$ cat config.mk
export PLATFORM = sky130hd
export DESIGN_NAME = async_hdlc_frame_encoder_flat
export DESIGN_NICKNAME = d
export VERILOG_FILES = /design/src/design/ahfe_pkg.sv /design/src/design/ahfe_if.sv /design/src/design/ahfe_front.sv /design/src/design/ahfe_fifo.sv /design/src/design/ahfe_back.sv /design/src/design/async_hdlc_frame_encoder.sv /design/src/flat_wrapper.sv
export SDC_FILE = /design/constraint.sdc
export NUM_CORES = 1
export LEC_CHECK = 0
export ABC_AREA = 0
export BUFFER_PORTS_ARGS = -buffer_cell sky130_fd_sc_hd__buf_2
export CAP_MARGIN = 20
export CORE_MARGIN = 10
export CORE_UTILIZATION = 55
export CTS_BUF_LIST = sky130_fd_sc_hd__clkbuf_8
export DETAILED_ROUTE_END_ITERATION = 16
export GPL_ROUTABILITY_DRIVEN = 1
export HOLD_SLACK_MARGIN = 0.03
export PLACE_DENSITY = 0.75
export SYNTH_ARGS = -nofsm -noshare
export SYNTH_HDL_FRONTEND = slang
export SYNTH_HIERARCHICAL = 1
export SYNTH_SLANG_ARGS = --single-unit
$ cat constraint.sdc
create_clock -name clk -period 3.1 [get_ports clk]
set_input_delay 0.155 -clock clk [delete_from_list [all_inputs] [get_ports clk]]
set_output_delay 0.155 -clock clk [all_outputs]
set_load 0.05 [all_outputs]
$ cat src/design/ahfe_pkg.sv
// ----------------------------------------------------------------------------
// ahfe_pkg
// Shared types, constants and the CRC-16/X.25 byte update for the encoder.
// ----------------------------------------------------------------------------
package ahfe_pkg;

  localparam logic [7:0]  FLAG_BYTE = 8'h7E;
  localparam logic [7:0]  ESC_BYTE  = 8'h7D;
  localparam logic [7:0]  ESC_XOR   = 8'h20;
  localparam logic [15:0] CRC_POLY  = 16'h8408;
  localparam logic [15:0] CRC_INIT  = 16'hFFFF;

  // one classified item handed from front to back
  typedef struct packed {
    logic [7:0]  data;
    logic        open;
    logic        last;
    logic [15:0] fcs;
  } ahfe_entry_t;

  typedef enum logic [4:0] {
    PH_OPEN  = 5'b00001,
    PH_DATA  = 5'b00010,
    PH_FLO   = 5'b00100,
    PH_FHI   = 5'b01000,
    PH_CLOSE = 5'b10000
  } ahfe_phase_t;

  // reflected CRC, one byte, LSB first
  function automatic logic [15:0] crc_update(input logic [15:0] crc, input logic [7:0] b);
    logic [15:0] c;
    c = crc ^ {8'h00, b};
    for (int i = 0; i < 8; i++) begin
      if (c[0]) begin
        c = (c >> 1) ^ CRC_POLY;
      end else begin
        c = c >> 1;
      end
    end
    return c;
  endfunction

endpackage

$ cat src/design/ahfe_if.sv
// ----------------------------------------------------------------------------
// ahfe_in_if / ahfe_out_if
// Valid/ready channels for payload items and encoded line items.
// ----------------------------------------------------------------------------
interface ahfe_in_if;
  logic       valid;
  logic       ready;
  logic [7:0] data_byte;
  logic       frame_last;

  modport source (output valid, output data_byte, output frame_last, input ready);
  modport sink   (input valid, input data_byte, input frame_last, output ready);
endinterface

interface ahfe_out_if;
  logic       valid;
  logic       ready;
  logic [7:0] out_byte;
  logic       run_last;
  logic       frame_end;

  modport source (output valid, output out_byte, output run_last, output frame_end,
                  input ready);
  modport sink   (input valid, input out_byte, input run_last, input frame_end,
                  output ready);
endinterface

$ cat src/design/ahfe_front.sv
// ----------------------------------------------------------------------------
// ahfe_front
// Accepts payload items, tracks frame state, runs the CRC and classifies.
// ----------------------------------------------------------------------------
module ahfe_front import ahfe_pkg::*; (
  input  logic        clk,
  input  logic        rst,
  ahfe_in_if.sink     payload,
  output logic        push_valid,
  input  logic        push_ready,
  output ahfe_entry_t push_entry
);

  logic [15:0] crc;
  logic        in_frame;
  logic [15:0] crc_base;
  logic [15:0] crc_next;
  logic        accept;

  assign payload.ready = push_ready;
  assign push_valid    = payload.valid;
  assign accept        = payload.valid && push_ready;
  assign crc_base      = in_frame ? crc : CRC_INIT;
  assign crc_next      = crc_update(crc_base, payload.data_byte);

  always_comb begin
    push_entry.data = payload.data_byte;
    push_entry.open = !in_frame;
    push_entry.last = payload.frame_last;
    push_entry.fcs  = ~crc_next;
  end

  always_ff @(posedge clk) begin
    if (rst) begin
      crc      <= CRC_INIT;
      in_frame <= 1'b0;
    end else if (accept) begin
      if (payload.frame_last) begin
        crc      <= CRC_INIT;
        in_frame <= 1'b0;
      end else begin
        crc      <= crc_next;
        in_frame <= 1'b1;
      end
    end
  end

endmodule

$ cat src/design/ahfe_fifo.sv
// ----------------------------------------------------------------------------
// ahfe_fifo
// Two-entry queue between the front and the back.
// ----------------------------------------------------------------------------
module ahfe_fifo import ahfe_pkg::*; (
  input  logic        clk,
  input  logic        rst,
  input  logic        push_valid,
  output logic        push_ready,
  input  ahfe_entry_t push_entry,
  output logic        pop_valid,
  input  logic        pop,
  output ahfe_entry_t pop_entry
);

  ahfe_entry_t slots [2];
  logic        wr_ptr;
  logic        rd_ptr;
  logic [1:0]  count;
  logic        do_push;

  assign push_ready = (count != 2'd2);
  assign pop_valid  = (count != 2'd0);
  assign pop_entry  = slots[rd_ptr];
  assign do_push    = push_valid && push_ready;

  always_ff @(posedge clk) begin
    if (do_push) begin
      slots[wr_ptr] <= push_entry;
    end
  end

  always_ff @(posedge clk) begin
    if (rst) begin
      wr_ptr <= 1'b0;
      rd_ptr <= 1'b0;
      count  <= 2'd0;
    end else begin
      if (do_push) wr_ptr <= ~wr_ptr;
      if (pop)     rd_ptr <= ~rd_ptr;
      case ({do_push, pop})
        2'b10:   count <= count + 2'd1;
        2'b01:   count <= count - 2'd1;
        default: count <= count;
      endcase
    end
  end

endmodule

$ cat src/design/ahfe_back.sv
// ----------------------------------------------------------------------------
// ahfe_back
// Expands one queued item into line bytes, one per cycle while the line is not stalled, with escaping.
// ----------------------------------------------------------------------------
module ahfe_back import ahfe_pkg::*; (
  input  logic        clk,
  input  logic        rst,
  input  logic        pop_valid,
  output logic        pop,
  input  ahfe_entry_t pop_entry,
  ahfe_out_if.source  line
);

  ahfe_entry_t entry;
  logic        loaded;
  ahfe_phase_t phase;
  logic        esc_hi;

  ahfe_phase_t phase_next;
  logic        esc_hi_next;
  logic [7:0]  cur;
  logic [7:0]  step_byte;
  logic        step_end;
  logic        finish;
  logic        room;
  logic        advance;

  assign room    = !line.valid || line.ready;
  assign advance = loaded && room;
  assign pop     = pop_valid && (!loaded || (advance && finish));

  always_comb begin
    case (phase)
      PH_FLO:  cur = entry.fcs[7:0];
      PH_FHI:  cur = entry.fcs[15:8];
      default: cur = entry.data;
    endcase
  end

  always_comb begin
    step_byte   = FLAG_BYTE;
    step_end    = 1'b0;
    finish      = 1'b0;
    phase_next  = phase;
    esc_hi_next = 1'b0;
    unique case (phase) inside
      PH_OPEN: begin
        phase_next = PH_DATA;
      end
      PH_DATA, PH_FLO, PH_FHI: begin
        if (!esc_hi && (cur == FLAG_BYTE || cur == ESC_BYTE)) begin
          step_byte   = ESC_BYTE;
          esc_hi_next = 1'b1;
        end else begin
          step_byte = esc_hi ? (cur ^ ESC_XOR) : cur;
          if (phase == PH_DATA) begin
            if (entry.last) phase_next = PH_FLO;
            else            finish     = 1'b1;
          end else if (phase == PH_FLO) begin
            phase_next = PH_FHI;
          end else begin
            phase_next = PH_CLOSE;
          end
        end
      end
      PH_CLOSE: begin
        step_end = 1'b1;
        finish   = 1'b1;
      end
      default: begin
        finish = 1'b1;
      end
    endcase
  end

  always_ff @(posedge clk) begin
    if (rst) begin
      loaded     <= 1'b0;
      line.valid <= 1'b0;
      phase      <= PH_OPEN;
      esc_hi     <= 1'b0;
    end else begin
      if (room) line.valid <= loaded;
      if (pop) begin
        loaded <= 1'b1;
        phase  <= pop_entry.open ? PH_OPEN : PH_DATA;
        esc_hi <= 1'b0;
      end else if (advance && finish) begin
        loaded <= 1'b0;
      end else if (advance) begin
        phase  <= phase_next;
        esc_hi <= esc_hi_next;
      end
    end
  end

  always_ff @(posedge clk) begin
    if (pop) entry <= pop_entry;
    if (advance) begin
      line.out_byte  <= step_byte;
      line.run_last  <= finish;
      line.frame_end <= step_end;
    end
  end

endmodule

$ cat src/design/async_hdlc_frame_encoder.sv
// ----------------------------------------------------------------------------
// async_hdlc_frame_encoder
// Async HDLC framing with CRC-16/X.25 and 0x7D/0x7E byte escaping.
// ----------------------------------------------------------------------------
// Each payload item produces 1 to 8 line items: an opening flag at frame start,
// the byte (two items if escaped), and on the frame's last byte the inverted
// CRC low byte first, escaped, then the closing flag marked by frame_end.
// run_last flags the final line item of each payload item. The back end emits
// one line byte per cycle while line.ready allows it. A plain mid-frame byte
// gives one line item, an escaped one two, a single-byte frame up to eight.
// The front computes the CRC in the accept cycle and takes new items while a
// two-entry queue has room, so input and output stall independently. Items
// pass the queue, then the back end's item register, then the output register.
module async_hdlc_frame_encoder import ahfe_pkg::*; (
  input  logic       clk,
  input  logic       rst,
  ahfe_in_if.sink    payload,
  ahfe_out_if.source line
);

  logic        push_valid;
  logic        push_ready;
  ahfe_entry_t push_entry;
  logic        pop_valid;
  logic        pop;
  ahfe_entry_t pop_entry;

  ahfe_front u_front (
    .clk        (clk),
    .rst        (rst),
    .payload    (payload),
    .push_valid (push_valid),
    .push_ready (push_ready),
    .push_entry (push_entry)
  );

  ahfe_fifo u_fifo (
    .clk        (clk),
    .rst        (rst),
    .push_valid (push_valid),
    .push_ready (push_ready),
    .push_entry (push_entry),
    .pop_valid  (pop_valid),
    .pop        (pop),
    .pop_entry  (pop_entry)
  );

  ahfe_back u_back (
    .clk       (clk),
    .rst       (rst),
    .pop_valid (pop_valid),
    .pop       (pop),
    .pop_entry (pop_entry),
    .line      (line)
  );

endmodule

$ cat src/flat_wrapper.sv
// flat-port wrapper written by rule: the top's interface ports become plain ports
module async_hdlc_frame_encoder_flat import ahfe_pkg::*;
  (clk, rst, payload_valid, payload_data_byte, payload_frame_last, payload_ready, line_valid, line_out_byte, line_run_last, line_frame_end, line_ready);
  ahfe_in_if payload_i ();
  ahfe_out_if line_i ();
  input  logic clk;
  input  logic rst;
  input wire logic [$bits(payload_i.valid)-1:0] payload_valid;
  input wire logic [$bits(payload_i.data_byte)-1:0] payload_data_byte;
  input wire logic [$bits(payload_i.frame_last)-1:0] payload_frame_last;
  output wire logic [$bits(payload_i.ready)-1:0] payload_ready;
  output wire logic [$bits(line_i.valid)-1:0] line_valid;
  output wire logic [$bits(line_i.out_byte)-1:0] line_out_byte;
  output wire logic [$bits(line_i.run_last)-1:0] line_run_last;
  output wire logic [$bits(line_i.frame_end)-1:0] line_frame_end;
  input wire logic [$bits(line_i.ready)-1:0] line_ready;
  assign payload_i.valid = payload_valid;
  assign payload_i.data_byte = payload_data_byte;
  assign payload_i.frame_last = payload_frame_last;
  assign payload_ready = payload_i.ready;
  assign line_valid = line_i.valid;
  assign line_out_byte = line_i.out_byte;
  assign line_run_last = line_i.run_last;
  assign line_frame_end = line_i.frame_end;
  assign line_i.ready = line_ready;
  async_hdlc_frame_encoder u_core (.clk(clk), .rst(rst), .payload(payload_i), .line(line_i));
endmodule
==> results.md <==
* Met3 routed wirelength at 489 µm
* WL per Instance at 17.9 µm
* Cell row count at 35
* Top-area cell type share of the netlist area at 49.5%
* Net switching power at 1.46 mW
* Vias/cell at 5.54
* Register bit total from synthesis at 117
* Req. time, crit path at 3.44 ns
* ANT cells at 0
* Status: complete, no violations
* Startpoint Class: flop
* Achievable clock frequency at 0.333 GHz
* Die Width at 118 µm
* H-tree level count at 4
* Flop pwr share at 45.5%
* Comb power frac at 22.5%
* First-pass GRT wire length at 16,700 µm
* Initial Util at 56.8%
* CTS tree: yes
* Design Area, Final at 6080 µm²
* Sequential-to-total area share from yosys stat at 60.9%
* Ratio of cells with drive above 1 in the final layout at 26.2%
* Netlist cell types at 61
* Layout area overhead at 15.2%
* Hold path startpoint: payload_data_byte[2]
* Syn_nets at 417
* Pre-antenna DRT Iters at 5
* Filler cells at 678
* Final setup viols at 0
* Top cells by count, synth: edfxtp_1, dfxtp_1, mux2_2, nand2_1, nor2_1
* Placed cell area at 5470 µm²
* Worst path arrival time at 3.34 ns
* Clock transition at the registers of the reported paths at 0.07 ns
* Die area at 13,900 µm²
* Post-synthesis area per instance at 13.1 µm²
* Leakage at 2.17 nW
* Post-Route Hold Slack at 0.0640 ns
* Final Hold Vio Count at 0
* FF-to-FF path depth at 11
* Via Count at 3,215
* Post-route ant nets at 0
* Sw frac at 28.6%
* YS warnings at 6
* GPL Wtd Cong at 0.885
* Worst slew margin at 51.7%
* Post-synth EDFFs at 87
* Post-synth ARST share at 0%
* Chip Height at 118 µm
* WL met2 at 5040 µm
* Crit share post-route at 96.8%
* Drc violations at 0
* Most area-consuming cells after synthesis: edfxtp_1, dfxtp_1, mux2_2
* Power Internal at 3.63 mW
* CTS root buffer: clkbuf_8
* Worst-skew pair later-pin latency at 0.41 ns
* Power consumption at 5.09 mW
* Max_cap viols at 0
* Total grt overflow at 0
* CTS Buf Count at 17
* Nets@finish at 452
* Maximum root-to-sink buffer count at 2
* Clk_skew at 0.0119 ns
* Clock power share at 32.0%
* Dpl hpwl at 6720 µm
* # port buffers at 24
* Worst Hold End: u_core/u_fifo/slots[0][20]$_DFFE_PP_
* Power density cells at 837 nW/µm²
* I/O pin cnt at 25
* Worst-Margin Slew at 0.722 ns
* Crit. End Element: flop
* Initial antenna violation count at 0
* Fin crit period at 3.00 ns
* Total track usage at 14.9%
* Crit Path Max Fanout at 8
* Synth Instances at 403
* Dominant cell type by area after synthesis: edfxtp_1
* Core ar. at 9280 µm²
* Met1 Wirelength at 4640 µm
* Worst vdd ir at 0.505 mV
* Primary FF master, synth: edfxtp_1
* DR top layer: met4
* Largest net degree at the start of global routing at 31
* Vias in the first global route at 3,222
* WL final at 10,400 µm
* Critical R2R Capture: u_core/u_fifo/count[1]$_SDFFE_PP0P_
* Hold WC Path Type: in -> reg
* Setup Crit Path Kind: reg -> reg
* Hold Path Depth at 1
* Mapped cell area at 5280 µm²
* DRT iter0 DRCs at 210
* Slew Limit Fails at 0
* Setup TNS at 0 ns
* R2R Setup Slk at 0.1 ns
* Most frequent cell after synthesis: edfxtp_1
* Reg2Reg Launch Point: u_core/u_back/phase[4]$_SDFFE_PP0P_
* TritonCTS Sinks at 117
==> critical path, cell delays in order (launching register included) <==
cell and delay, ns:
dfxtp_4 0.39, or3_4 0.41, nor3b_4 0.22, a221oi_2 0.10, or4_4 0.55, o31a_1 0.36
nand2_2 0.11, inv_4 0.05, ha_4 0.15, xnor2_1 0.13, or3_1 0.32, a21oi_1 0.15
==> how the worst max path moves through the flow <==
stage	endpoint	slack [ns]	startpoint
after global routing	u_core/u_fifo/count[1]$_SDFFE_PP0P_	-0.002	u_core/u_back/phase[4]$_SDFFE_PP0P_
after detailed placement	u_core/u_fifo/count[1]$_SDFFE_PP0P_	-0.01	u_core/u_back/phase[4]$_SDFFE_PP0P_
final	u_core/u_fifo/count[1]$_SDFFE_PP0P_	0.1	u_core/u_back/phase[4]$_SDFFE_PP0P_
after floorplan	u_core/u_fifo/count[1]$_SDFFE_PP0P_	0.05	u_core/u_back/phase[4]$_SDFFE_PP0P_
after global placement	u_core/u_fifo/count[1]$_SDFFE_PP0P_	0.12	u_core/u_back/phase[4]$_SDFFE_PP0P_
after CTS	u_core/u_fifo/count[1]$_SDFFE_PP0P_	0.01	u_core/u_back/phase[4]$_SDFFE_PP0P_
==> cell families after synthesis <==
group | synth area share, %
muxes | 5.74
buffers and inverters | 3.96
adders and majority gates | 0.237
xor gates and xnor gates | 7.37
and+or+nand+nor | 12.4
DFF | 60.9
AOI/OAI and AO/OA | 9.41
==> area by class of cell <==
cell class,instances,area (µm²),area share (%)
clock inverter,14,218,3.58
inverter,12,47.5,0.782
clock buffer,18,248,4.08
tap,129,161,2.66
timing repair buffer,44,288,4.73
multi-input combinational,246,1890,31.2
sequential,117,3220,53.0
==> through the flow <==
stage / util, % / setup slack, ns / std cells
2_1_floorplan: - / 0.0515 / 403
3_3_place_gp: 58.9 / 0.120 / 538
3_5_place_dp: 58.9 / -0.00972 / 538
4_1_cts: 64.8 / 0.0128 / 577
5_1_grt: 65.5 / -0.00156 / 580
6_report: 65.5 / 0.0996 / 580
==> power by group through the flow <==
stage               Combinational, mW  Sequential, mW  Clock, mW
floorplan                       0.795            2.34          0
global placement                 1.06            2.32          0
detailed placement               1.08            2.33          0
CTS                              1.11            2.31       1.66
global route                     1.25            2.34       1.73
finish                           1.14            2.31       1.63
==> routing by layer <==
metal / track usage [%] / up-vias
met3: 4.32 / 17
met2: 23.7 / 102
met1: 18.2 / 1555
li1: - / 1541
met5: 0 / -
met4: 7.03 / 0
==> state kept, by name (all words and copies together) (netlist names), 2 cells and up, named ones only <==
name and flops:
u_core/u_front/crc 16, u_core/u_fifo/slots 52, u_core/u_back/line.out_byte 8, u_core/u_fifo/count 2, u_core/u_back/entry 25, u_core/u_back/phase 5
==> cells in the final DEF, fill, tap and decap left out, types with 3 or more instances in the layout <==
cell,synthesis,layout
o21ai_0,12,12
xor2_1,11,11
bufinv_16,0,6
nor2b_1,6,6
xnor3_1,4,4
dfxtp_2,0,4
nor3b_1,6,6
o21bai_1,4,4
nor2_1,21,20
nand3b_1,8,8
dfxtp_1,30,25
xnor2_1,14,14
buf_4,13,13
o32ai_1,4,4
nand2b_1,9,9
or2_2,4,4
and4_1,3,3
dlygate4sd3_1,0,7
or3_1,7,6
a31oi_1,5,5
clkinv_1,0,3
and2_1,7,7
buf_2,6,24
nor3_1,7,7
a32oi_1,3,3
nand2_1,26,24
a21boi_0,5,5
mux2_2,26,26
a21oi_1,18,16
clkbuf_8,0,18
inv_1,11,14
edfxtp_1,87,87
==> timing repair <==
action / CTS / global route
buffers inserted: 0 / 3
hold buffers: 7 / 0
pin swaps: 0 / 4
setup endpoints to repair: 1 / 4
endpoints found under the hold margin: 14 / 0
resized for setup: 3 / 11
cloned: 0 / 0
No activity file was read; power rests on OpenSTA's default activity.
